**src/dcsr_pkg.sv**
```systemverilog
package dcsr_pkg;

  localparam int MAX_ROWS     = 64;
  localparam int MAX_COLS     = 64;
  localparam int MAX_NONZEROS = 4096;
  localparam int VALUE_BITS   = 32;

  localparam int SIZE_BITS    = 7;
  localparam int COUNT_BITS   = 13;
  localparam int QUERY_BITS   = 8;
  localparam int COL_IDX_BITS = 6;
  localparam int ROW_IDX_BITS = $clog2(MAX_ROWS);
  localparam int NZ_IDX_BITS  = $clog2(MAX_NONZEROS);

  localparam int QUEUE_DEPTH  = 4;
  localparam int QPTR_BITS    = $clog2(QUEUE_DEPTH);
  localparam int QCNT_BITS    = $clog2(QUEUE_DEPTH + 1);

  typedef enum logic {
    OP_LOAD   = 1'b0,
    OP_LOOKUP = 1'b1
  } op_kind_t;

  typedef enum logic {
    RES_LOAD   = 1'b0,
    RES_LOOKUP = 1'b1
  } res_kind_t;

  typedef enum logic {
    REG_ROW_COUNT    = 1'b0,
    REG_COLUMN_COUNT = 1'b1
  } reg_index_t;

  typedef enum logic [1:0] {
    ST_IDLE,
    ST_ROWS,
    ST_WALK,
    ST_EMIT
  } back_state_t;

  typedef struct packed {
    op_kind_t                      kind;
    logic signed [VALUE_BITS-1:0]  value;
    logic                          first;
    logic                          last;
    logic [QUERY_BITS-1:0]         qrow;
    logic [QUERY_BITS-1:0]         qcol;
  } op_t;

  typedef struct packed {
    logic [SIZE_BITS-1:0] row_count;
    logic [SIZE_BITS-1:0] column_count;
  } cfg_regs_t;

  typedef struct packed {
    logic [COL_IDX_BITS-1:0]       col;
    logic signed [VALUE_BITS-1:0]  value;
  } entry_t;

  typedef struct packed {
    logic [SIZE_BITS-1:0] rows;
    logic [SIZE_BITS-1:0] cols;
  } sizes_t;

  function automatic sizes_t eff_sizes(cfg_regs_t c);
    sizes_t s;
    s.rows = (c.row_count > SIZE_BITS'(MAX_ROWS)) ? SIZE_BITS'(MAX_ROWS) : c.row_count;
    s.cols = (c.column_count > SIZE_BITS'(MAX_COLS)) ? SIZE_BITS'(MAX_COLS) : c.column_count;
    if (s.rows == '0 || s.cols == '0) begin
      s.rows = '0;
      s.cols = '0;
    end
    return s;
  endfunction

endpackage

```
**src/dcsr_queue.sv**
```systemverilog
module dcsr_queue import dcsr_pkg::*; (
  input  logic clk,
  input  logic rst,
  input  logic push_valid,
  input  op_t  push_op,
  output logic push_ready,
  output logic pop_valid,
  output op_t  pop_op,
  input  logic pop_ready
);

  op_t                  slots [QUEUE_DEPTH];
  logic [QPTR_BITS-1:0] wr_ptr;
  logic [QPTR_BITS-1:0] rd_ptr;
  logic [QCNT_BITS-1:0] fill;
  logic                 do_push;
  logic                 do_pop;

  assign push_ready = fill != QCNT_BITS'(QUEUE_DEPTH);
  assign pop_valid  = fill != '0;
  assign pop_op     = slots[rd_ptr];
  assign do_push    = push_valid && push_ready;
  assign do_pop     = pop_valid && pop_ready;

  always_ff @(posedge clk) begin
    if (rst) begin
      wr_ptr <= '0;
      rd_ptr <= '0;
      fill   <= '0;
    end else begin
      if (do_push) begin
        wr_ptr <= wr_ptr + QPTR_BITS'(1);
      end
      if (do_pop) begin
        rd_ptr <= rd_ptr + QPTR_BITS'(1);
      end
      if (do_push && !do_pop) begin
        fill <= fill + QCNT_BITS'(1);
      end else if (do_pop && !do_push) begin
        fill <= fill - QCNT_BITS'(1);
      end
    end
  end

  always_ff @(posedge clk) begin
    if (do_push) begin
      slots[wr_ptr] <= push_op;
    end
  end

endmodule

```
**config.mk**
```make
export PLATFORM = sky130hd
export DESIGN_NAME = dcsr_queue
export DESIGN_NICKNAME = d
export VERILOG_FILES = /design/src/dcsr_pkg.sv /design/src/dcsr_queue.sv
export SDC_FILE = /design/constraint.sdc
export NUM_CORES = 1
export LEC_CHECK = 0
export ABC_CLOCK_PERIOD_IN_PS = 3200
export BUFFER_PORTS_ARGS = -buffer_cell sky130_fd_sc_hd__buf_2
export CAP_MARGIN = 25
export CORE_MARGIN = 10
export CORE_UTILIZATION = 30
export CTS_CLUSTER_SIZE = 28
export DETAILED_ROUTE_END_ITERATION = 16
export PLACE_DENSITY = 0.58
export SYNTH_ARGS = -nofsm -noshare
export SYNTH_HDL_FRONTEND = slang
export SYNTH_SLANG_ARGS = --single-unit
```
**constraint.sdc**
```tcl
create_clock -name clk -period 3.2 [get_ports clk]
set_input_delay 0.32 -clock clk [delete_from_list [all_inputs] [get_ports clk]]
set_output_delay 0.32 -clock clk [all_outputs]
set_load 0.02 [all_outputs]
```
==> run_results.csv <==
group,metric,value,unit
setup_path,r2r-start,"fill[0]",
timing,max_freq,386,MHz
min_path,min_path_type,"input port to flop",
setup_path,reg2reg_depth,8,
setup_path,worstPathCellList,"buf_12, mux4_2, buf_2",
setup_path,r2r_end,"fill[2]",
floorplanning,die-area,33200,µm²
yosys,ys_ff_latch,213,
layout,final_cells,792,
timing,slew_viol_final,0,
power_and_ir_drop,peakVddDrop,471,µV
placement,gp_congestion,0.728,
layout,layout_commonest_cell,"edfxtp_1",
timing,rsz0062_at_grt,"no",
run,cap_violations,0,
power_and_ir_drop,switching_share,0.282,
yosys,syn_nets,376,
power_and_ir_drop,clockPowerShare,0.315,
timing,finalSetupTns,0,ns
timing,fin_crit_sh,0.811,
power_and_ir_drop,cellPowerDensity,839,nW/µm²
cts,numCtsBuffers,23,
floorplanning,die_width,182,µm
detailed_routing,ant_nets,0,
global_route,grt_pass1_vias,4129,
setup_path,cp_top_family,"flip-flops",
power_and_ir_drop,p_leak,3.18,nW
min_path,holdPathEnd,"slots[2][9]",
detailed_routing,drt_first_pass_iters,5,
yosys,synth_area,7880,µm²
floorplanning,rows,59,
layout,layout-drive-gt1-share,0.443,
detailed_routing,routed_wl,15800,µm
timing,setup_violations,0,
placement,postPlaceCellArea,8820,µm²
timing,clock_skew,0.00843,ns
layout,area.growth.synth_to_final,21.2,%
detailed_routing,drt_first_iter_violations,208,
global_route,grt_overflow,0,
global_route,grt_use_total,0.0947,
yosys,synth.distinct_cells,25,
placement,hpwl,9600,µm
timing,holdWs,0.0372,ns
setup_path,arrival,2.27,ns
yosys,yosysSeqAreaShare,0.800,
setup_path,crit_required,2.88,ns
floorplanning,start_util,0.303,
floorplanning,coreArea,26000,µm²
power_and_ir_drop,power,8.01,mW
cts,cts_tree,"built",
placement,placedCellCount,750,
global_route,grt_pass1_wl,24600,µm
power_and_ir_drop,pwr-share-seq,0.447,
timing,min_period,2.59,ns
cts,cts_root_buf,"clkbuf_16",
layout,finalInstanceArea,9550,µm²
yosys,ys_warn_count,0,
power_and_ir_drop,switchingPower,2.26,mW
cts,cts.sink_count,213,
detailed_routing,viasPerCell,4.56,
cts,h-tree-depth,1,
status,status,"completed",
setup_path,cp_slowest_cell,"dfxtp_4",
layout,fill_cells,2401,
setup_path,reg2reg_slack,0.92,ns
detailed_routing,wl_per_cell,20.0,µm
min_path,hold_start,"push_op[9]",
power_and_ir_drop,combPwrFrac,0.237,
placement,io_buffers,107,
layout,nNetsFinal,501,
cts,cts.clk_slew.worst_paths,0.06,ns
cts,cts_max_path_buffers,3,
global_route,grt_max_degree,52,
detailed_routing,num_vias,3610,
cts,ctsResizeCount,0,
timing,hold_violations,0,
cts,clk_latency,0.50,ns
floorplanning,die_h,182,µm
timing,worst_slew_margin_rel,0.477,
setup_path,critPathMaxStageDelay,0.68,ns
power_and_ir_drop,p_int,5.75,mW
timing,worst-slew-pin-transition,0.784,ns
yosys,synth.avg_cell_area,25.0,µm²
detailed_routing,drc,0,
cts,hold_buffers,0,
setup_path,start_kind,"flop",
setup_path,crit_type,"flop to primary output",
layout,layout_common_cells,"edfxtp_1 (204), buf_2 (107), mux4_2 (50), clkbuf_16 (23), nor2_1 (8)",
global_route,antenna_found_initial,3,
floorplanning,pin_count,108,
cts,post_cts_buffers,0,
setup_path,cp.buffers_inverters,2,
min_path,hold-path-cell-count,1,
setup_path,cp-end-kind,"primary output",
setup_path,cp_max_fo,28,
yosys,syn_inst,315,
## flip-flops by register name, summed over array words and instances, names as in the netlist, named ones only
name / count
slots: 204
wr_ptr: 2
rd_ptr: 2
fill: 3
## worst max path at each step
stage / startpoint / to / slack [ns] / depth (start not counted)
floorplan: fill[0] / slots[0][0] / 0.77 / 3
global placement: flop / pop_op[43] / 1.06 / 3
detailed placement: fill[0] / fill[2] / 0.94 / 8
CTS: flop / pop_op[26] / 0.46 / 3
global route: flop / pop_op[43] / 0.41 / 3
finish: flop / pop_op[43] / 0.61 / 3
## synthesized netlist by cell type
cell type / number / share of area
mux4_2: 50 / 0.14
buf_2: 5 / 0.0032
nand2b_1: 2 / 0.0016
a21oi_1: 1 / 0.00063
dfxtp_1: 9 / 0.023
nand2_1: 1 / 0.00048
mux2i_1: 2 / 0.0025
buf_1: 1 / 0.00048
xor2_1: 4 / 0.0044
fa_1: 1 / 0.0025
clkbuf_1: 1 / 0.00048
mux4_1: 1 / 0.0033
nor2_1: 8 / 0.0038
edfxtp_1: 204 / 0.78
o311ai_0: 1 / 0.0011
inv_1: 3 / 0.0014
buf_12: 5 / 0.013
buf_6: 1 / 0.0014
mux2_2: 1 / 0.0014
ha_1: 5 / 0.0079
o21ai_0: 1 / 0.00063
a21boi_2: 1 / 0.0014
o31ai_1: 1 / 0.00095
or3_1: 2 / 0.0016
and2_1: 4 / 0.0032
## per-stage QoR
step | util | setup slack [ns]
after floorplan | - | 0.767
after global placement | 0.340 | 1.06
after detailed placement | 0.340 | 0.936
after CTS | 0.367 | 0.460
after global routing | 0.368 | 0.413
final | 0.368 | 0.606
## kinds of logic (layout without fill, tap and decap cells)
family	after synthesis	after routing	synth area share
fa+ha+maj	6	6	0.0105
mux	54	54	0.150
buf+inv	16	157	0.0197
flops	213	213	0.800
xor+xnor	4	4	0.00444
other cells	0	1	0
simple gates	17	17	0.0106
compound gates	5	5	0.00476
## power groups by stage
stage	Sequential (mW)	Combinational [mW]	Clock (mW)
global route	3.63	2.06	2.74
floorplan	3.51	1.51	0
detailed placement	3.66	1.96	0
global placement	3.64	1.93	0
finish	3.58	1.90	2.53
CTS	3.60	1.97	2.62
## per-layer routing
layer	part of all wire	wire (µm)	global-route usage	up-vias
met5	0.0014	22	0	-
met2	0.49	7780	0.157	98
met1	0.41	6540	0.113	1885
li1	-	-	-	1589
met3	0.075	1190	0.0354	34
met4	0.019	308	0.0267	4
## layout make-up
class,instances,area [µm²],area share
diodes,1,2.50,0.000262
multi-input cells,86,1430,0.149
inverters,3,11.3,0.00118
flip-flops and latches,213,6310,0.661
clock buffers,31,626,0.0655
repair buffers,113,656,0.0686
clock inverters,10,98.8,0.0103
well taps,335,419,0.0439
Note: power is estimated with default switching activity, not from simulation.
