**src/dcsr_pkg.sv**
```systemverilog
package dcsr_pkg;

  localparam int MAX_ROWS     = 64;
  localparam int MAX_COLS     = 64;
  localparam int MAX_NONZEROS = 4096;
  localparam int VALUE_BITS   = 32;

  localparam int SIZE_BITS    = 7;
  localparam int COUNT_BITS   = 13;
  localparam int QUERY_BITS   = 8;
  localparam int COL_IDX_BITS = 6;
  localparam int ROW_IDX_BITS = $clog2(MAX_ROWS);
  localparam int NZ_IDX_BITS  = $clog2(MAX_NONZEROS);

  localparam int QUEUE_DEPTH  = 4;
  localparam int QPTR_BITS    = $clog2(QUEUE_DEPTH);
  localparam int QCNT_BITS    = $clog2(QUEUE_DEPTH + 1);

  typedef enum logic {
    OP_LOAD   = 1'b0,
    OP_LOOKUP = 1'b1
  } op_kind_t;

  typedef enum logic {
    RES_LOAD   = 1'b0,
    RES_LOOKUP = 1'b1
  } res_kind_t;

  typedef enum logic {
    REG_ROW_COUNT    = 1'b0,
    REG_COLUMN_COUNT = 1'b1
  } reg_index_t;

  typedef enum logic [1:0] {
    ST_IDLE,
    ST_ROWS,
    ST_WALK,
    ST_EMIT
  } back_state_t;

  typedef struct packed {
    op_kind_t                      kind;
    logic signed [VALUE_BITS-1:0]  value;
    logic                          first;
    logic                          last;
    logic [QUERY_BITS-1:0]         qrow;
    logic [QUERY_BITS-1:0]         qcol;
  } op_t;

  typedef struct packed {
    logic [SIZE_BITS-1:0] row_count;
    logic [SIZE_BITS-1:0] column_count;
  } cfg_regs_t;

  typedef struct packed {
    logic [COL_IDX_BITS-1:0]       col;
    logic signed [VALUE_BITS-1:0]  value;
  } entry_t;

  typedef struct packed {
    logic [SIZE_BITS-1:0] rows;
    logic [SIZE_BITS-1:0] cols;
  } sizes_t;

  function automatic sizes_t eff_sizes(cfg_regs_t c);
    sizes_t s;
    s.rows = (c.row_count > SIZE_BITS'(MAX_ROWS)) ? SIZE_BITS'(MAX_ROWS) : c.row_count;
    s.cols = (c.column_count > SIZE_BITS'(MAX_COLS)) ? SIZE_BITS'(MAX_COLS) : c.column_count;
    if (s.rows == '0 || s.cols == '0) begin
      s.rows = '0;
      s.cols = '0;
    end
    return s;
  endfunction

endpackage

```
**src/dcsr_if.sv**
```systemverilog
interface dcsr_item_if import dcsr_pkg::*; ();
  logic                         valid;
  logic                         ready;
  logic                         command;
  logic signed [VALUE_BITS-1:0] element_value;
  logic                         first_element;
  logic                         last_element;
  logic [QUERY_BITS-1:0]        query_row;
  logic [QUERY_BITS-1:0]        query_col;

  modport source (output valid, command, element_value, first_element, last_element,
                  query_row, query_col, input ready);
  modport sink (input valid, command, element_value, first_element, last_element,
                query_row, query_col, output ready);
endinterface


```
**src/dcsr_front.sv**
```systemverilog
module dcsr_front import dcsr_pkg::*; (
  input  logic         clk,
  input  logic         rst,
  dcsr_item_if.sink    item,
  output logic         push_valid,
  output op_t          push_op,
  input  logic         push_ready
);

  logic held;
  op_t  held_op;

  assign item.ready = !held || push_ready;
  assign push_valid = held;
  assign push_op    = held_op;

  always_ff @(posedge clk) begin
    if (rst) begin
      held <= 1'b0;
    end else if (item.ready) begin
      held <= item.valid;
    end
  end

  always_ff @(posedge clk) begin
    if (item.valid && item.ready) begin
      held_op.kind  <= op_kind_t'(item.command);
      held_op.value <= item.element_value;
      held_op.first <= item.first_element;
      held_op.last  <= item.last_element;
      held_op.qrow  <= item.query_row;
      held_op.qcol  <= item.query_col;
    end
  end

endmodule

```
**src/flat_wrapper.sv**
```systemverilog
// flat-port wrapper written by rule: the top's interface ports become plain ports
module dcsr_front_flat import dcsr_pkg::*;
  (clk, rst, push_valid, push_op, push_ready, item_valid, item_command, item_element_value, item_first_element, item_last_element, item_query_row, item_query_col, item_ready);
  dcsr_item_if item_i ();
  input  logic clk;
  input  logic rst;
  output logic push_valid;
  output op_t push_op;
  input  logic push_ready;
  input wire logic [$bits(item_i.valid)-1:0] item_valid;
  input wire logic [$bits(item_i.command)-1:0] item_command;
  input wire logic [$bits(item_i.element_value)-1:0] item_element_value;
  input wire logic [$bits(item_i.first_element)-1:0] item_first_element;
  input wire logic [$bits(item_i.last_element)-1:0] item_last_element;
  input wire logic [$bits(item_i.query_row)-1:0] item_query_row;
  input wire logic [$bits(item_i.query_col)-1:0] item_query_col;
  output wire logic [$bits(item_i.ready)-1:0] item_ready;
  assign item_i.valid = item_valid;
  assign item_i.command = item_command;
  assign item_i.element_value = item_element_value;
  assign item_i.first_element = item_first_element;
  assign item_i.last_element = item_last_element;
  assign item_i.query_row = item_query_row;
  assign item_i.query_col = item_query_col;
  assign item_ready = item_i.ready;
  dcsr_front u_core (.clk(clk), .rst(rst), .item(item_i), .push_valid(push_valid), .push_op(push_op), .push_ready(push_ready));
endmodule
```
**config.mk**
```make
export PLATFORM = sky130hd
export DESIGN_NAME = dcsr_front_flat
export DESIGN_NICKNAME = d
export VERILOG_FILES = /design/src/dcsr_pkg.sv /design/src/dcsr_if.sv /design/src/dcsr_front.sv /design/src/flat_wrapper.sv
export SDC_FILE = /design/constraint.sdc
export NUM_CORES = 1
export LEC_CHECK = 0
export ABC_AREA = 0
export BUFFER_PORTS_ARGS = -buffer_cell sky130_fd_sc_hd__buf_2
export CAP_MARGIN = 20
export CORE_MARGIN = 3
export CORE_UTILIZATION = 40
export DETAILED_ROUTE_END_ITERATION = 16
export PLACE_DENSITY = 0.78
export SYNTH_ARGS = -nofsm -noshare
export SYNTH_HDL_FRONTEND = slang
export SYNTH_SLANG_ARGS = --single-unit
```
**constraint.sdc**
```tcl
create_clock -name clk -period 1.8 [get_ports clk]
set_clock_uncertainty 0.2 [all_clocks]
set_input_delay 0.09 -clock clk [delete_from_list [all_inputs] [get_ports clk]]
set_output_delay 0.09 -clock clk [all_outputs]
set_load 0.01 [all_outputs]
```
==> results summary <==
The worst register-to-register path has a setup slack of 0.40 ns. The level count of the clock H-tree came out at 2. Counting distinct cell types in the post-synthesis netlist gives 6. The final total power came out at between 2 and 2.5 mW.

The number of antenna repair diodes came out at 0. The final period demand of the worst path came out at 1.40 ns. The clock reaches the later pin of the worst-skew pair after 0.30 ns. The number of global-route vias before repair is between 1000 and 1500.

By area the synthesized netlist is led by sky130_fd_sc_hd__edfxtp_1, sky130_fd_sc_hd__dfxtp_1, sky130_fd_sc_hd__nand2b_4. Data on the critical path arrives at its endpoint at 1.45 ns. The depth of the most critical reg-to-reg path came out at 3. The post-synthesis average cell area came out at 28.3 µm². The count of mapped cells out of synthesis is 56.

Counting instances, the worst hold path has a depth of 3. The worst slew margin relative to its limit is 89.5%. The accumulated negative setup slack came out at 0 ns. The largest buffer count on any clock path is 2. The area growth from synthesis to final layout came out at 78.9%. The critical path required time is between 1.5 and 2 ns. The worst setup path is captured at a register. The share of cells above drive strength 1 came out at between 50% and 60%. The flow ran to the end, and the final reports show no timing, DRC or antenna violations. The placer congestion estimate came out at 0.724.

The number of clock buffers inserted by TritonCTS came out at 5. The path class of the tightest hold or removal check is in -> reg. The initial antenna violation count came out at 0. The largest driver fanout on the critical path came out at 3. Setup repair after global routing left no endpoint under its margin.

The startpoint of the tightest hold check path is item_valid. The count of instances resized after the clock tree is built came out at 0. The reported leakage power came out at 1.22 nW.

The number of nets in the synthesized netlist is 111. The launching element type of the critical path is a register. The worst register-to-register path begins at u_core.push_valid$_SDFFE_PP0P_. The worst setup path is of the reg -> reg kind. The height of the die is 69.0 µm. After detailed routing, the average wire length per cell comes to 15.7 µm. The area of the core is between 3000 and 4000 µm². The fraction of the core area covered by cells at the end of the flow came out at 75.8%. The cell area power density is 834 nW/µm². The routed wire length came out at about 4.3 mm. The floorplan die area came out at 4760 µm². The count of nets left with antenna violations once routing finished came out at 0.

The count of buffers inserted at the top-level ports is 107. IR analysis of the VDD net gives a maximum drop of 0.528 mV. The final critical path takes up roughly four fifths of the cycle. The tree is rooted in a sky130_fd_sc_hd__clkbuf_8. TritonCTS built the clock tree.

After synthesis, the largest area contributor takes up between 90% and 100% of total cell area. The wire length of the first global-routing pass is 6.31 mm. After the first detailed-routing iteration, the DRC count stood at 73. The global-route usage over all layers is 19.3%. The total count of max-transition violations in the final report came out at 0.

The post-synthesis sequential area ratio came out at 97.8%. The detailed router placed approximately 1200 vias in this run. The cell area after synthesis came out at 1590 µm². The detailed-route DRC error count is 0. The number of max-cap violations came out at 0.

The synthesized design spends more area on one cell type than any other, namely sky130_fd_sc_hd__edfxtp_1. The measured slew at the worst slew-check pin came out at about 0.16 ns. The number of top-level pins came out at 108. The destination of the worst register-to-register timing path is u_core.push_valid$_SDFFE_PP0P_. The number of nets in the layout came out at 280. The total of warnings raised by yosys came out at 0.

The maximum operating frequency is 0.712 GHz. In this run, synthesis produced a sequential element count of 52. The x dimension of the die came out at 69.0 µm. The number of clock sinks came out at 52.

The global-route congestion overflow total is 0. The first-pass detailed-route iteration total is 4. The endpoint of the worst hold-timing path is u_core.push_op[20]$_DFFE_PP_.

The number of hold violations in the final report is 0. The starting utilization of the core area came out at between 40% and 50%. The final setup violation count came out at 0. Entering global routing, the biggest net connects 27 pins.

The floorplan has 22 rows. The via density per instance is 4.38. The clock slew at the register clock pins of the worst setup and hold paths came out at 0.09 ns.
==> synthesized netlist by cell type (all sizes together) <==
library cell  count
dfxtp             1
nand2b            1
edfxtp           51
a21oi             1
and2              1
inv               1
==> layout make-up <==
type | instances | area (µm²)
multi-input cells | 3 | 31.3
repair buffers | 162 | 1110
inverters | 1 | 3.75
fillers | 236 | 906
well taps | 48 | 60.1
clock buffers | 6 | 72.6
clock inverters | 2 | 12.5
flip-flops and latches | 52 | 1550
==> cell families after synthesis <==
family	synth area share, %
flip-flops	97.8
AND/OR/NAND/NOR	1.42
AO/OA/AOI/OAI	0.552
buffers and inverters	0.236
==> how the worst max path moves through the flow <==
stage | startpoint | to | slack, ns | cells past startpoint
2_1_floorplan | u_core.push_valid$_SDFFE_PP0P_ | u_core.push_op[0]$_DFFE_PP_ | 0.31 | 2
3_3_place_gp | u_core.push_valid$_SDFFE_PP0P_ | u_core.push_op[2]$_DFFE_PP_ | 0.56 | 3
3_5_place_dp | u_core.push_valid$_SDFFE_PP0P_ | u_core.push_op[4]$_DFFE_PP_ | 0.53 | 3
4_1_cts | u_core.push_valid$_SDFFE_PP0P_ | u_core.push_valid$_SDFFE_PP0P_ | 0.43 | 3
5_1_grt | u_core.push_valid$_SDFFE_PP0P_ | u_core.push_valid$_SDFFE_PP0P_ | 0.35 | 3
6_report | u_core.push_valid$_SDFFE_PP0P_ | u_core.push_valid$_SDFFE_PP0P_ | 0.40 | 3
==> metrics by stage <==
stage | cell area (µm²) | hold WS, ns | setup slack, ns | std cells
6_report | 2840 | 0.171 | 0.396 | 274
5_1_grt | 2840 | 0.188 | 0.352 | 274
4_1_cts | 2840 | 0.157 | 0.435 | 274
3_5_place_dp | 2220 | 0.0567 | 0.529 | 213
3_3_place_gp | 2220 | 0.0607 | 0.561 | 213
2_1_floorplan | 1590 | -0.0476 | 0.311 | 56
==> metal layers <==
layer	routed length (µm)	track usage [%]
met5	0	0
met4	143	10.2
met3	519	7.78
met2	2070	31.7
met1	1570	21.5
==> power by group <==
part	internal [mW]	switching [mW]	total, mW
registers	1.41	0.0201	1.43
clock network	0.272	0.359	0.631
logic	0.175	0.129	0.305
==> registers in the layout, summed over array words and instances, names as in the netlist <==
name and flops:
u_core.push_op 51, u_core.push_valid 1
==> cells in the final DEF (no fill, tap or decap) <==
| cell type | n |
|---|---|
| sky130_fd_sc_hd__a21oi_2 | 1 |
| sky130_fd_sc_hd__clkbuf_8 | 5 |
| sky130_fd_sc_hd__edfxtp_1 | 51 |
| sky130_fd_sc_hd__dfxtp_1 | 1 |
| sky130_fd_sc_hd__clkinv_2 | 1 |
| sky130_fd_sc_hd__dlygate4sd3_1 | 53 |
| sky130_fd_sc_hd__buf_12 | 2 |
| sky130_fd_sc_hd__clkinvlp_4 | 1 |
| sky130_fd_sc_hd__nand2b_4 | 1 |
| sky130_fd_sc_hd__and2_4 | 1 |
| sky130_fd_sc_hd__inv_1 | 1 |
| sky130_fd_sc_hd__clkbuf_1 | 1 |
| sky130_fd_sc_hd__buf_2 | 107 |
==> timing repair <==
action,4_1_cts,5_1_grt
hold buffers,53,0
endpoints found under the hold margin,52,0
buffers inserted,0,0
==> critical path, stage by stage, from the launching register on <==
cell and delay, ns:
sky130_fd_sc_hd__dfxtp_1 0.40, sky130_fd_sc_hd__nand2b_4 0.08, sky130_fd_sc_hd__a21oi_2 0.12, sky130_fd_sc_hd__dlygate4sd3_1 0.55
Power figures use the tool's default switching activity.
